[src/rtl/core/qsu_pkg.sv]
`timescale 1ns / 1ps
`default_nettype none
// ----------------------------------------------------------------------------
// qsu_pkg
// Shared types, codes and helpers for the quoted string unescaper.
// ----------------------------------------------------------------------------
package qsu_pkg;

  localparam int unsigned BYTE_W = 8;
  localparam int unsigned NIB_W  = 4;
  localparam int unsigned KIND_W = 2;
  localparam int unsigned ERR_W  = 3;

  // parser phase
  typedef enum logic [2:0] {
    PH_IDLE = 3'd0,
    PH_BODY = 3'd1,
    PH_ESC  = 3'd2,
    PH_HEX1 = 3'd3,
    PH_HEX2 = 3'd4
  } phase_t;

  // result kinds
  localparam logic [KIND_W-1:0] KIND_CHAR = 2'd0;
  localparam logic [KIND_W-1:0] KIND_DONE = 2'd1;
  localparam logic [KIND_W-1:0] KIND_ERR  = 2'd2;

  // error codes
  localparam logic [ERR_W-1:0] ERR_NO_OPEN  = 3'd0;
  localparam logic [ERR_W-1:0] ERR_UNTERM   = 3'd1;
  localparam logic [ERR_W-1:0] ERR_NONPRINT = 3'd2;
  localparam logic [ERR_W-1:0] ERR_BAD_ESC  = 3'd3;
  localparam logic [ERR_W-1:0] ERR_BAD_HEX  = 3'd4;

  localparam logic [ERR_W-1:0] ERR_NONE = 3'd0;

  // characters of interest
  localparam logic [BYTE_W-1:0] CH_QUOTE  = 8'h22;
  localparam logic [BYTE_W-1:0] CH_APOS   = 8'h27;
  localparam logic [BYTE_W-1:0] CH_BSLASH = 8'h5C;
  localparam logic [BYTE_W-1:0] CH_NL     = 8'h0A;
  localparam logic [BYTE_W-1:0] CH_TAB    = 8'h09;
  localparam logic [BYTE_W-1:0] CH_CR     = 8'h0D;
  localparam logic [BYTE_W-1:0] CH_LO_T   = 8'h74;
  localparam logic [BYTE_W-1:0] CH_LO_N   = 8'h6E;
  localparam logic [BYTE_W-1:0] CH_LO_R   = 8'h72;
  localparam logic [BYTE_W-1:0] CH_LO_X   = 8'h78;
  localparam logic [BYTE_W-1:0] PRINT_LO  = 8'h20;
  localparam logic [BYTE_W-1:0] PRINT_HI  = 8'h7E;

  // one result from a single step
  typedef struct packed {
    logic                valid;
    logic [KIND_W-1:0]   kind;
    logic [BYTE_W-1:0]   char_out;
    logic [ERR_W-1:0]    error_code;
  } step_res_t;

  // parser state carried between items
  typedef struct packed {
    phase_t              phase;
    logic [NIB_W-1:0]    high_nibble;
  } parse_st_t;

  // hex digit decode: {is_hex, value}
  function automatic logic [NIB_W:0] hex_decode(input logic [BYTE_W-1:0] b);
    logic [NIB_W:0] r;
    r = '0;
    if (b >= 8'h30 && b <= 8'h39) begin
      r = {1'b1, b[NIB_W-1:0]};
    end else if ((b >= 8'h61 && b <= 8'h66) || (b >= 8'h41 && b <= 8'h46)) begin
      // letters a-f / A-F: low three bits 1..6 map to 10..15
      r = {1'b1, NIB_W'(b[2:0] + 3'd1) + NIB_W'(4'd8) + NIB_W'(4'd0)};
    end
    return r;
  endfunction

endpackage

`default_nettype wire

[src/rtl/core/qsu_step.sv]
`timescale 1ns / 1ps
`default_nettype none
// ----------------------------------------------------------------------------
// qsu_step
// Combinational next-state and result logic for one input item.
// ----------------------------------------------------------------------------
module qsu_step
  import qsu_pkg::*;
(
  input  wire logic [BYTE_W-1:0] byte_i,
  input  wire logic              eoi_i,
  input  wire parse_st_t         st_i,
  output parse_st_t              st_o,
  output step_res_t              res_o
);

  logic [NIB_W:0] hex;
  logic           is_hex;

  assign hex    = hex_decode(byte_i);
  assign is_hex = hex[NIB_W] && !eoi_i;

  always_comb begin
    st_o  = st_i;
    res_o = '{valid: 1'b0, kind: KIND_CHAR, char_out: '0, error_code: ERR_NONE};

    case (st_i.phase)
      PH_BODY: begin
        if (eoi_i || byte_i == CH_NL) begin
          st_o.phase = PH_IDLE;
          res_o      = '{1'b1, KIND_ERR, '0, ERR_UNTERM};
        end else if (byte_i == CH_QUOTE) begin
          st_o.phase = PH_IDLE;
          res_o      = '{1'b1, KIND_DONE, '0, ERR_NONE};
        end else if (byte_i == CH_BSLASH) begin
          st_o.phase = PH_ESC;
        end else if (byte_i < PRINT_LO || byte_i > PRINT_HI) begin
          st_o.phase = PH_IDLE;
          res_o      = '{1'b1, KIND_ERR, '0, ERR_NONPRINT};
        end else begin
          res_o = '{1'b1, KIND_CHAR, byte_i, ERR_NONE};
        end
      end

      PH_ESC: begin
        st_o.phase = PH_BODY;
        res_o      = '{1'b1, KIND_CHAR, '0, ERR_NONE};
        if (eoi_i) begin
          st_o.phase = PH_IDLE;
          res_o      = '{1'b1, KIND_ERR, '0, ERR_BAD_ESC};
        end else begin
          case (byte_i)
            CH_LO_T:   res_o.char_out = CH_TAB;
            CH_LO_N:   res_o.char_out = CH_NL;
            CH_LO_R:   res_o.char_out = CH_CR;
            CH_QUOTE:  res_o.char_out = CH_QUOTE;
            CH_APOS:   res_o.char_out = CH_APOS;
            CH_BSLASH: res_o.char_out = CH_BSLASH;
            CH_LO_X: begin
              st_o.phase  = PH_HEX1;
              res_o.valid = 1'b0;
            end
            default: begin
              st_o.phase = PH_IDLE;
              res_o      = '{1'b1, KIND_ERR, '0, ERR_BAD_ESC};
            end
          endcase
        end
      end

      PH_HEX1: begin
        if (is_hex) begin
          st_o.phase       = PH_HEX2;
          st_o.high_nibble = hex[NIB_W-1:0];
        end else begin
          st_o.phase = PH_IDLE;
          res_o      = '{1'b1, KIND_ERR, '0, ERR_BAD_HEX};
        end
      end

      PH_HEX2: begin
        if (is_hex) begin
          st_o.phase = PH_BODY;
          res_o      = '{1'b1, KIND_CHAR, {st_i.high_nibble, hex[NIB_W-1:0]}, ERR_NONE};
        end else begin
          st_o.phase = PH_IDLE;
          res_o      = '{1'b1, KIND_ERR, '0, ERR_BAD_HEX};
        end
      end

      default: begin
        // idle, and any stray phase code
        if (!eoi_i && byte_i == CH_QUOTE) begin
          st_o.phase = PH_BODY;
        end else begin
          st_o.phase = PH_IDLE;
          res_o      = '{1'b1, KIND_ERR, '0, ERR_NO_OPEN};
        end
      end
    endcase
  end

endmodule

`default_nettype wire

[src/rtl/core/quoted_string_unescaper.sv]
`timescale 1ns / 1ps
`default_nettype none
// Path: an accepted item passes the input register, then the result register,
// which offers its result on out_valid.
// Throughput: one item per cycle, sustained while out_stall stays low.
// Items that produce no result (opening quote, backslash, first hex digit)
// still pass through the input register but load nothing into the result register.
// Reset (synchronous, rst_n low): both registers empty, parser back to waiting
// for an opening quote, stored hex nibble cleared.
// ----------------------------------------------------------------------------
// quoted_string_unescaper
// Parses a double-quoted string literal one byte per item and emits decoded
// characters, a done mark or a parse error.
// ----------------------------------------------------------------------------
module quoted_string_unescaper
  import qsu_pkg::*;
(
  input  wire logic              clk,
  input  wire logic              rst_n,

  input  wire logic              in_valid,
  output      logic              in_stall,
  input  wire logic [BYTE_W-1:0] in_byte,
  input  wire logic              in_end_of_input,

  output      logic              out_valid,
  input  wire logic              out_stall,
  output      logic [KIND_W-1:0] out_kind,
  output      logic [BYTE_W-1:0] out_char_out,
  output      logic [ERR_W-1:0]  out_error_code
);

  // --------------------------------------------------------------------------
  // Input register: holds one accepted item until the step logic consumes it.
  // --------------------------------------------------------------------------
  logic              s1_valid_r;
  logic [BYTE_W-1:0] s1_byte_r;
  logic              s1_eoi_r;

  // Parser state, advanced whenever the held item is consumed
  parse_st_t st_r;
  parse_st_t st_nxt;
  step_res_t res;

  // Result register
  logic              out_valid_r;
  logic [KIND_W-1:0] out_kind_r;
  logic [BYTE_W-1:0] out_char_r;
  logic [ERR_W-1:0]  out_err_r;

  logic out_free;  // result register can take a new result this cycle
  logic consume;   // held item is processed this cycle
  logic in_take;

  assign out_free = !out_valid_r || !out_stall;
  assign consume  = s1_valid_r && out_free;
  // input register refills in the same cycle it drains
  assign in_stall = s1_valid_r && !out_free;
  assign in_take  = in_valid && !in_stall;

  qsu_step u_step (
    .byte_i (s1_byte_r),
    .eoi_i  (s1_eoi_r),
    .st_i   (st_r),
    .st_o   (st_nxt),
    .res_o  (res)
  );

  always_ff @(posedge clk) begin
    if (!rst_n) begin
      s1_valid_r  <= 1'b0;
      out_valid_r <= 1'b0;
      st_r        <= '{phase: PH_IDLE, high_nibble: '0};
    end else begin
      if (in_take) begin
        s1_valid_r <= 1'b1;
        s1_byte_r  <= in_byte;
        s1_eoi_r   <= in_end_of_input;
      end else if (consume) begin
        s1_valid_r <= 1'b0;
      end

      if (consume) begin
        st_r <= st_nxt;
      end

      // result register: load a fresh result, or drop a taken one
      if (consume && res.valid) begin
        out_valid_r <= 1'b1;
        out_kind_r  <= res.kind;
        out_char_r  <= res.char_out;
        out_err_r   <= res.error_code;
      end else if (!out_stall) begin
        out_valid_r <= 1'b0;
      end
    end
  end

  assign out_valid      = out_valid_r;
  assign out_kind       = out_kind_r;
  assign out_char_out   = out_char_r;
  assign out_error_code = out_err_r;

endmodule

`default_nettype wire

[config.mk]
export PLATFORM = sky130hd
export DESIGN_NAME = quoted_string_unescaper
export DESIGN_NICKNAME = d
export VERILOG_FILES = /design/src/rtl/core/qsu_pkg.sv /design/src/rtl/core/qsu_step.sv /design/src/rtl/core/quoted_string_unescaper.sv
export SDC_FILE = /design/constraint.sdc
export NUM_CORES = 1
export LEC_CHECK = 0
export BUFFER_PORTS_ARGS = -buffer_cell sky130_fd_sc_hd__buf_2
export CAP_MARGIN = 20
export CELL_PAD_IN_SITES_DETAIL_PLACEMENT = 0
export CELL_PAD_IN_SITES_GLOBAL_PLACEMENT = 1
export CORE_ASPECT_RATIO = 0.75
export CORE_MARGIN = 2
export CORE_UTILIZATION = 30
export DETAILED_ROUTE_END_ITERATION = 10
export PLACE_DENSITY = 0.65
export SLEW_MARGIN = 20
export SYNTH_ARGS = -nofsm -noshare
export SYNTH_HDL_FRONTEND = slang
export SYNTH_SLANG_ARGS = --single-unit
[constraint.sdc]
create_clock -name clk -period 8.59 [get_ports clk]
set_input_delay 1.718 -clock clk [delete_from_list [all_inputs] [get_ports clk]]
set_output_delay 1.718 -clock clk [all_outputs]
set_load 0.05 [all_outputs]
## Word level (Yosys, flattened, before mapping)

Index checks and enable logic that the tools add are counted.

| storage, ports and cells | value |
|---|---|
| register bits | 31 |
| input bits | 13 |
| output and inout port bits | 15 |
| logic and storage cells | 87 |

| operators by class | value |
|---|---|
| $add $sub $neg | 2 |
| $lt $le $gt $ge | 8 |
| equal/unequal tests | 14 |
| multiplexer cells | 29 |
| reductions and logical operators | 25 |

Operators by type and width:

| kind | number |
|---|---|
| $mux W14 | 6 |
| $pmux W14 S4 | 1 |
| $pmux W7 S6 | 1 |
| $eq A8 B7 Y1 const B | 5 |
| $mux W13 | 2 |
| $mux W3 | 6 |
| $eq A8 B6 Y1 const B | 2 |
| $ge A8 B7 Y1 const B | 2 |
| $le A8 B7 Y1 const B | 2 |
| $pmux W3 S4 | 1 |
| $mux W5 | 2 |
| $logic_and A1 B1 Y1 | 9 |
| $eq A8 B4 Y1 const B | 1 |
| $ge A8 B6 Y1 const B | 1 |
| $gt A8 B7 Y1 const B | 1 |
| $le A8 B6 Y1 const B | 1 |
| $lt A8 B6 Y1 const B | 1 |
| $mux W1 | 7 |
| $reduce_or A7 Y1 | 1 |
| $eq A3 B2 Y1 const B | 2 |
| $reduce_and A2 Y1 | 3 |
| $reduce_or A6 Y1 | 1 |
| $logic_not A1 Y1 | 5 |
| $ne A5 B1 Y1 const B | 1 |
| other kinds (10) | 14 |

## Logic depth before layout (Yosys ltp)

| depth | value |
|---|---|
| depth in word-level cells | 10 |
| mapped depth | 8 |
| depth with buffers taken out | 7 |

## Hierarchy

A second synthesis with hierarchy kept.

| second synthesis, totals | value |
|---|---|
| cell total of the unflattened synthesis | 200 |
| area, all modules | 1926.8 um^2 |

Modules (own cells, without submodules):

| module | times used | cells an instance | area each (um^2) | sequential area each (um^2) |
|---|---|---|---|---|
| quoted_string_unescaper | 1 | 64 | 1047.3 | 840.8 |
| qsu_step | 1 | 136 | 879.6 | 0.0 |

## Worst setup path before layout

No wires, ideal clock.

| path | value |
|---|---|
| kind | input to register |
| start point | input out_stall |
| end point | register out_char_r[0] (netlist: out_char_out[0]), enable pin |
| setup time | 0.419 ns |
| arrival | 3.526 ns |
| required time | 8.171 ns |
| setup slack | 4.644 ns |
| cell stages on the path | 4 |
| path buffers | 0 |
| path through | nand2_1 -> and2_1 -> o311ai_0 -> nor4_1 |

| between the ends | value |
|---|---|
| longest elaborated chain between the ends | 5 |

Ends and longest elaborated chain:

| element | line | source |
|---|---|---|
| start, declared | quoted_string_unescaper.sv:27 | `input wire logic out_stall,` |
| $logic_not A1 Y1 | - |  |
| $logic_or A1 B1 Y1 | quoted_string_unescaper.sv:55 | `assign out_free = !out_valid_r \|\| !out_stall;` |
| $logic_and A1 B1 Y1 | quoted_string_unescaper.sv:56 | `assign consume = s1_valid_r && out_free;` |
| $logic_and A1 B1 Y1 | quoted_string_unescaper.sv:88 | `if (consume && res.valid) begin` |
| $reduce_and A2 Y1 (no source line) | - |  |
| end signal, assigned | quoted_string_unescaper.sv:91 | `out_char_r <= res.char_out;` |
| end, declared | quoted_string_unescaper.sv:48 | `logic [BYTE_W-1:0] out_char_r;` |

Every way passes these cells.
A chain may end at the register's enable or synchronous reset.

## Worst setup path after layout

| path | value |
|---|---|
| start point | input out_stall |
| end point | output in_stall |

| between the ends | value |
|---|---|
| longest elaborated chain between the ends | 4 |

Ends and longest elaborated chain:

| element | line | source |
|---|---|---|
| $logic_not A1 Y1 | - |  |
| $logic_or A1 B1 Y1 | quoted_string_unescaper.sv:55 |  |
| $logic_not A1 Y1 | quoted_string_unescaper.sv:58 | `assign in_stall = s1_valid_r && !out_free;` |
| $logic_and A1 B1 Y1 | quoted_string_unescaper.sv:58 |  |
| end, declared | quoted_string_unescaper.sv:22 | `output logic in_stall,` |

Every way passes these cells.

==> summary.md <==
The flow ran to the end, and the final reports show no timing, DRC or antenna violations. At the pin with the least slew margin, the transition time is 742 ps. The worst register-to-register path has a setup slack of 5690 ps.

The clock period minus final worst setup slack is 4000 ps, and the worst clock skew is 7.36 ps. The tools report the cell row count as 24. The number of buffers inserted by port buffering works out to 27. The final HPWL from detailed placement is 3.38 mm, and the sequential-to-total area share from yosys stat is 0.453. Entering global routing, the biggest net connects 13 pins. Setup violations remaining at the end of the flow were counted as 0. The core area is 5890 um2. Along the worst hold path, the cell count comes to 2. Power per cell area: 149 nW/um2. The worst reg2reg path depth was 7.

For the first-iteration detailed-routing DRC count, the log shows 117. Hold repair after CTS inserted 0 buffers. The die boundary height was 72.2 um. The floorplan step defined a die boundary enclosing 6850 um2.

Prior to clock tree synthesis, the placed netlist has a worst setup slack of 4600 ps. The number of diodes is 0, and the count of cell types in the netlist is 55. TritonCTS built the clock tree. The detailed router placed 1,536 vias in this run. After clock tree synthesis, the clock-pin slew on the worst setup and hold paths is 70 ps. Gates resized during post-CTS repair numbered 0. The worst hold path begins at st_r[3]. The final layout contains routed wiring with a total length of 4.57 mm. The total overflow left after global routing is 0. The area overhead of the layout relative to synthesis was 14.7%.

The critical path capture point type is a primary output. The tools report the boundary pin count as 28. The layout net count was 232. The total iterations of the first detailed-routing run was 4.

The tools report the terminating pin of the worst hold path as st_r[3]. The fraction of synthesized cell area taken by the top area cell type was 0.356; the filler-free cell count of the finished design was 293. STA puts the critical path data required time at 6870 ps. The setup TNS after final layout is 0 ps, and the mean post-synth cell area is 9.83 um2.

The root buffer cell chosen for the clock tree is sky130_fd_sc_hd__clkbuf_8. When the netlist entered floorplanning its net count stood at 207. The horizontal die dimension is 94.9 um, and the first-pass GRT wire length is 7.54 mm. The final number of hold-violating endpoints was 0. Data arrives at the worst endpoint at 2280 ps. Summed over all instances, the cell type with the most area after synthesis is sky130_fd_sc_hd__edfxtp_1. Routability-driven placement finished with a final weighted congestion of 0.816. The async set or reset register ratio after synthesis came out at 0.

CTS saw 31 sinks. The via count of the first global-routing pass is 1,438. The later pin in the worst-skew pair is clocked with a latency of 290 ps. The maximum net fanout on the critical path came out at 3. Ranked by total cell area, the synthesized netlist is headed by sky130_fd_sc_hd__edfxtp_1 36%, sky130_fd_sc_hd__dfxtp_1 9.7%, sky130_fd_sc_hd__nor2_1 3.8%. In the final routed layout, each cell accounts on average for 15.6 um. The startpoint of the worst-slack reg-to-reg timing path is s1_byte_r[0]. The logs give 2 for the number of buffers between clock root and the deepest sink and 637 for the number of fill cells in the layout.

CTS built an H-tree with a depth of 2. The type of the worst setup path was in -> out. The utilization after layout is 0.362. For the number of violations of the max-capacitance limit, the log shows 0. Once routing completed, OpenROAD measured the worst setup slack at 4590 ps.

STA classifies the critical path startpoint as an input pin. The global router's overall resource usage was 0.147. Synthesis-stage register bit count: 31.

The tools report the critical register-to-register path endpoint as out_error_code[0]. The fraction of the cycle the final worst path needs works out to 0.465. The synthesized design contains 22 enable-type register cells. The Yosys step of the flow raised 0 warnings. The logs give 0 for the number of slew-limit violations in the final report and 0.316 for the initial standard-cell utilization of the core. The number of antenna violations at the first check in global routing is 0.

For this run, the leading register cell type out of synthesis is sky130_fd_sc_hd__edfxtp_1. The number of setup buffers added after CTS is 0. The number of instances in the synthesized netlist was 189; the post-synthesis instance area was 1860 um2. The tightest hold path in the finished design has a slack of 506 ps. Setup repair after global routing left no endpoint under its margin.

The remaining number of nets flagged by the antenna check after routing came out at 0. IR analysis of the VDD net gives a maximum drop of 0.0741 mV. The tools report the normalized max-slew margin as 0.504.

The tightest min-delay check is of the reg -> reg type. Buffers inserted during clock tree synthesis total 5. The tools report the static leakage power as 0.750 nW. The fraction of final layout cells sized beyond drive strength 1 came out at 0.219. The average via count per standard cell works out to 5.24.

The number of placed instances, taps included, is 285. The run gives 0.250 GHz as the highest attainable clock frequency. The DRC violations left is 0.
-- logic make-up after synthesis --
logic type	Yosys count	synth area share
AND/OR/NAND/NOR	86	0.271
AO/OA/AOI/OAI	48	0.185
flip-flops	31	0.453
buffers and inverters	17	0.0478
adder cells (fa/ha/maj)	5	0.0337
XOR/XNOR	1	0.00471
multiplexers	1	0.00539
-- layer usage --
layer  track usage  share of wire  vias to the layer above
met5             0              0                        -
met4        0.0386         0.0085                        0
met3        0.0384          0.075                        4
met2         0.183           0.37                       58
met1         0.242           0.54                      711
li1              -              -                      763
-- synthesized netlist by cell type, drive strengths merged, types with 2 or more instances --
cell type and count:
o31ai 2, o211ai 2, nor2 19, and2 3
nand4b 2, o221ai 2, nor2b 4, o21ai 13
and4 2, ha 5, a211oi 3, o311ai 2
edfxtp 22, a31oi 3, o22ai 2, dfxtp 9
nand2 17, inv 7, or3b 2, nor4 4
nand3b 6, or4b 2, nand2b 5, nand4 4
nor3 6, a22oi 3, nand3 3, clkbuf 5
buf 5, a21oi 8
-- placed cells by master (no fill, tap or decap), types with 3 or more instances in the layout --
cell type	n
sky130_fd_sc_hd__a21oi_1	7
sky130_fd_sc_hd__a22oi_1	3
sky130_fd_sc_hd__a31oi_1	3
sky130_fd_sc_hd__buf_2	27
sky130_fd_sc_hd__clkbuf_8	5
sky130_fd_sc_hd__dfxtp_1	9
sky130_fd_sc_hd__edfxtp_1	22
sky130_fd_sc_hd__ha_1	5
sky130_fd_sc_hd__inv_1	7
sky130_fd_sc_hd__nand2_1	17
sky130_fd_sc_hd__nand2b_1	5
sky130_fd_sc_hd__nand3_1	3
sky130_fd_sc_hd__nand3b_1	6
sky130_fd_sc_hd__nand4_1	4
sky130_fd_sc_hd__nor2_1	19
sky130_fd_sc_hd__nor2b_1	4
sky130_fd_sc_hd__nor3_1	6
sky130_fd_sc_hd__o21ai_0	12
-- registers in the layout, summed over array words and instances, names as in the netlist --
register        flops
s1_valid_r          1
s1_eoi_r            1
out_error_code      3
st_r                7
s1_byte_r           8
out_char_out        8
out_valid           1
out_kind            2
-- cell type report --
| cell class | instances | area (um2) | share of cell area |
|---|---|---|---|
| multi-input combinational | 141 | 935 | 0.439 |
| sequential | 31 | 841 | 0.395 |
| timing repair buffer | 28 | 143 | 0.0669 |
| tap | 78 | 97.6 | 0.0458 |
| clock buffer | 5 | 68.8 | 0.0323 |
| inverter | 7 | 26.3 | 0.0123 |
| clock inverter | 3 | 20.0 | 0.00940 |
-- how the worst max path moves through the flow --
stage / startpoint / to / slack, ps
finish: out_stall / in_stall / 4590
global route: out_stall / in_stall / 4560
CTS: out_stall / in_stall / 4600
detailed placement: out_stall / in_stall / 4600
global placement: out_stall / in_stall / 4620
floorplan: out_stall / out_char_out[0] / 4640
-- where the power goes --
part	internal, mW	total (mW)	switching (mW)
Clock	0.0563	0.115	0.0590
Combinational	0.00978	0.0308	0.0210
Sequential	0.165	0.171	0.00589
Total	0.231	0.317	0.0859
-- per-stage QoR --
| stage | total power [mW] | instance area (um2) |
|---|---|---|
| 5_1_grt | 0.334 | 2130 |
| 6_report | 0.317 | 2130 |
| 3_3_place_gp | 0.205 | 2040 |
| 2_1_floorplan | 0.195 | 1860 |
| 4_1_cts | 0.321 | 2130 |
| 3_5_place_dp | 0.205 | 2040 |
-- worst max-delay path, stage by stage --
cell	delay, ps
sky130_fd_sc_hd__buf_2	80
sky130_fd_sc_hd__and3_1	200
sky130_fd_sc_hd__buf_2	280
No activity file was read; power rests on OpenSTA's default activity.
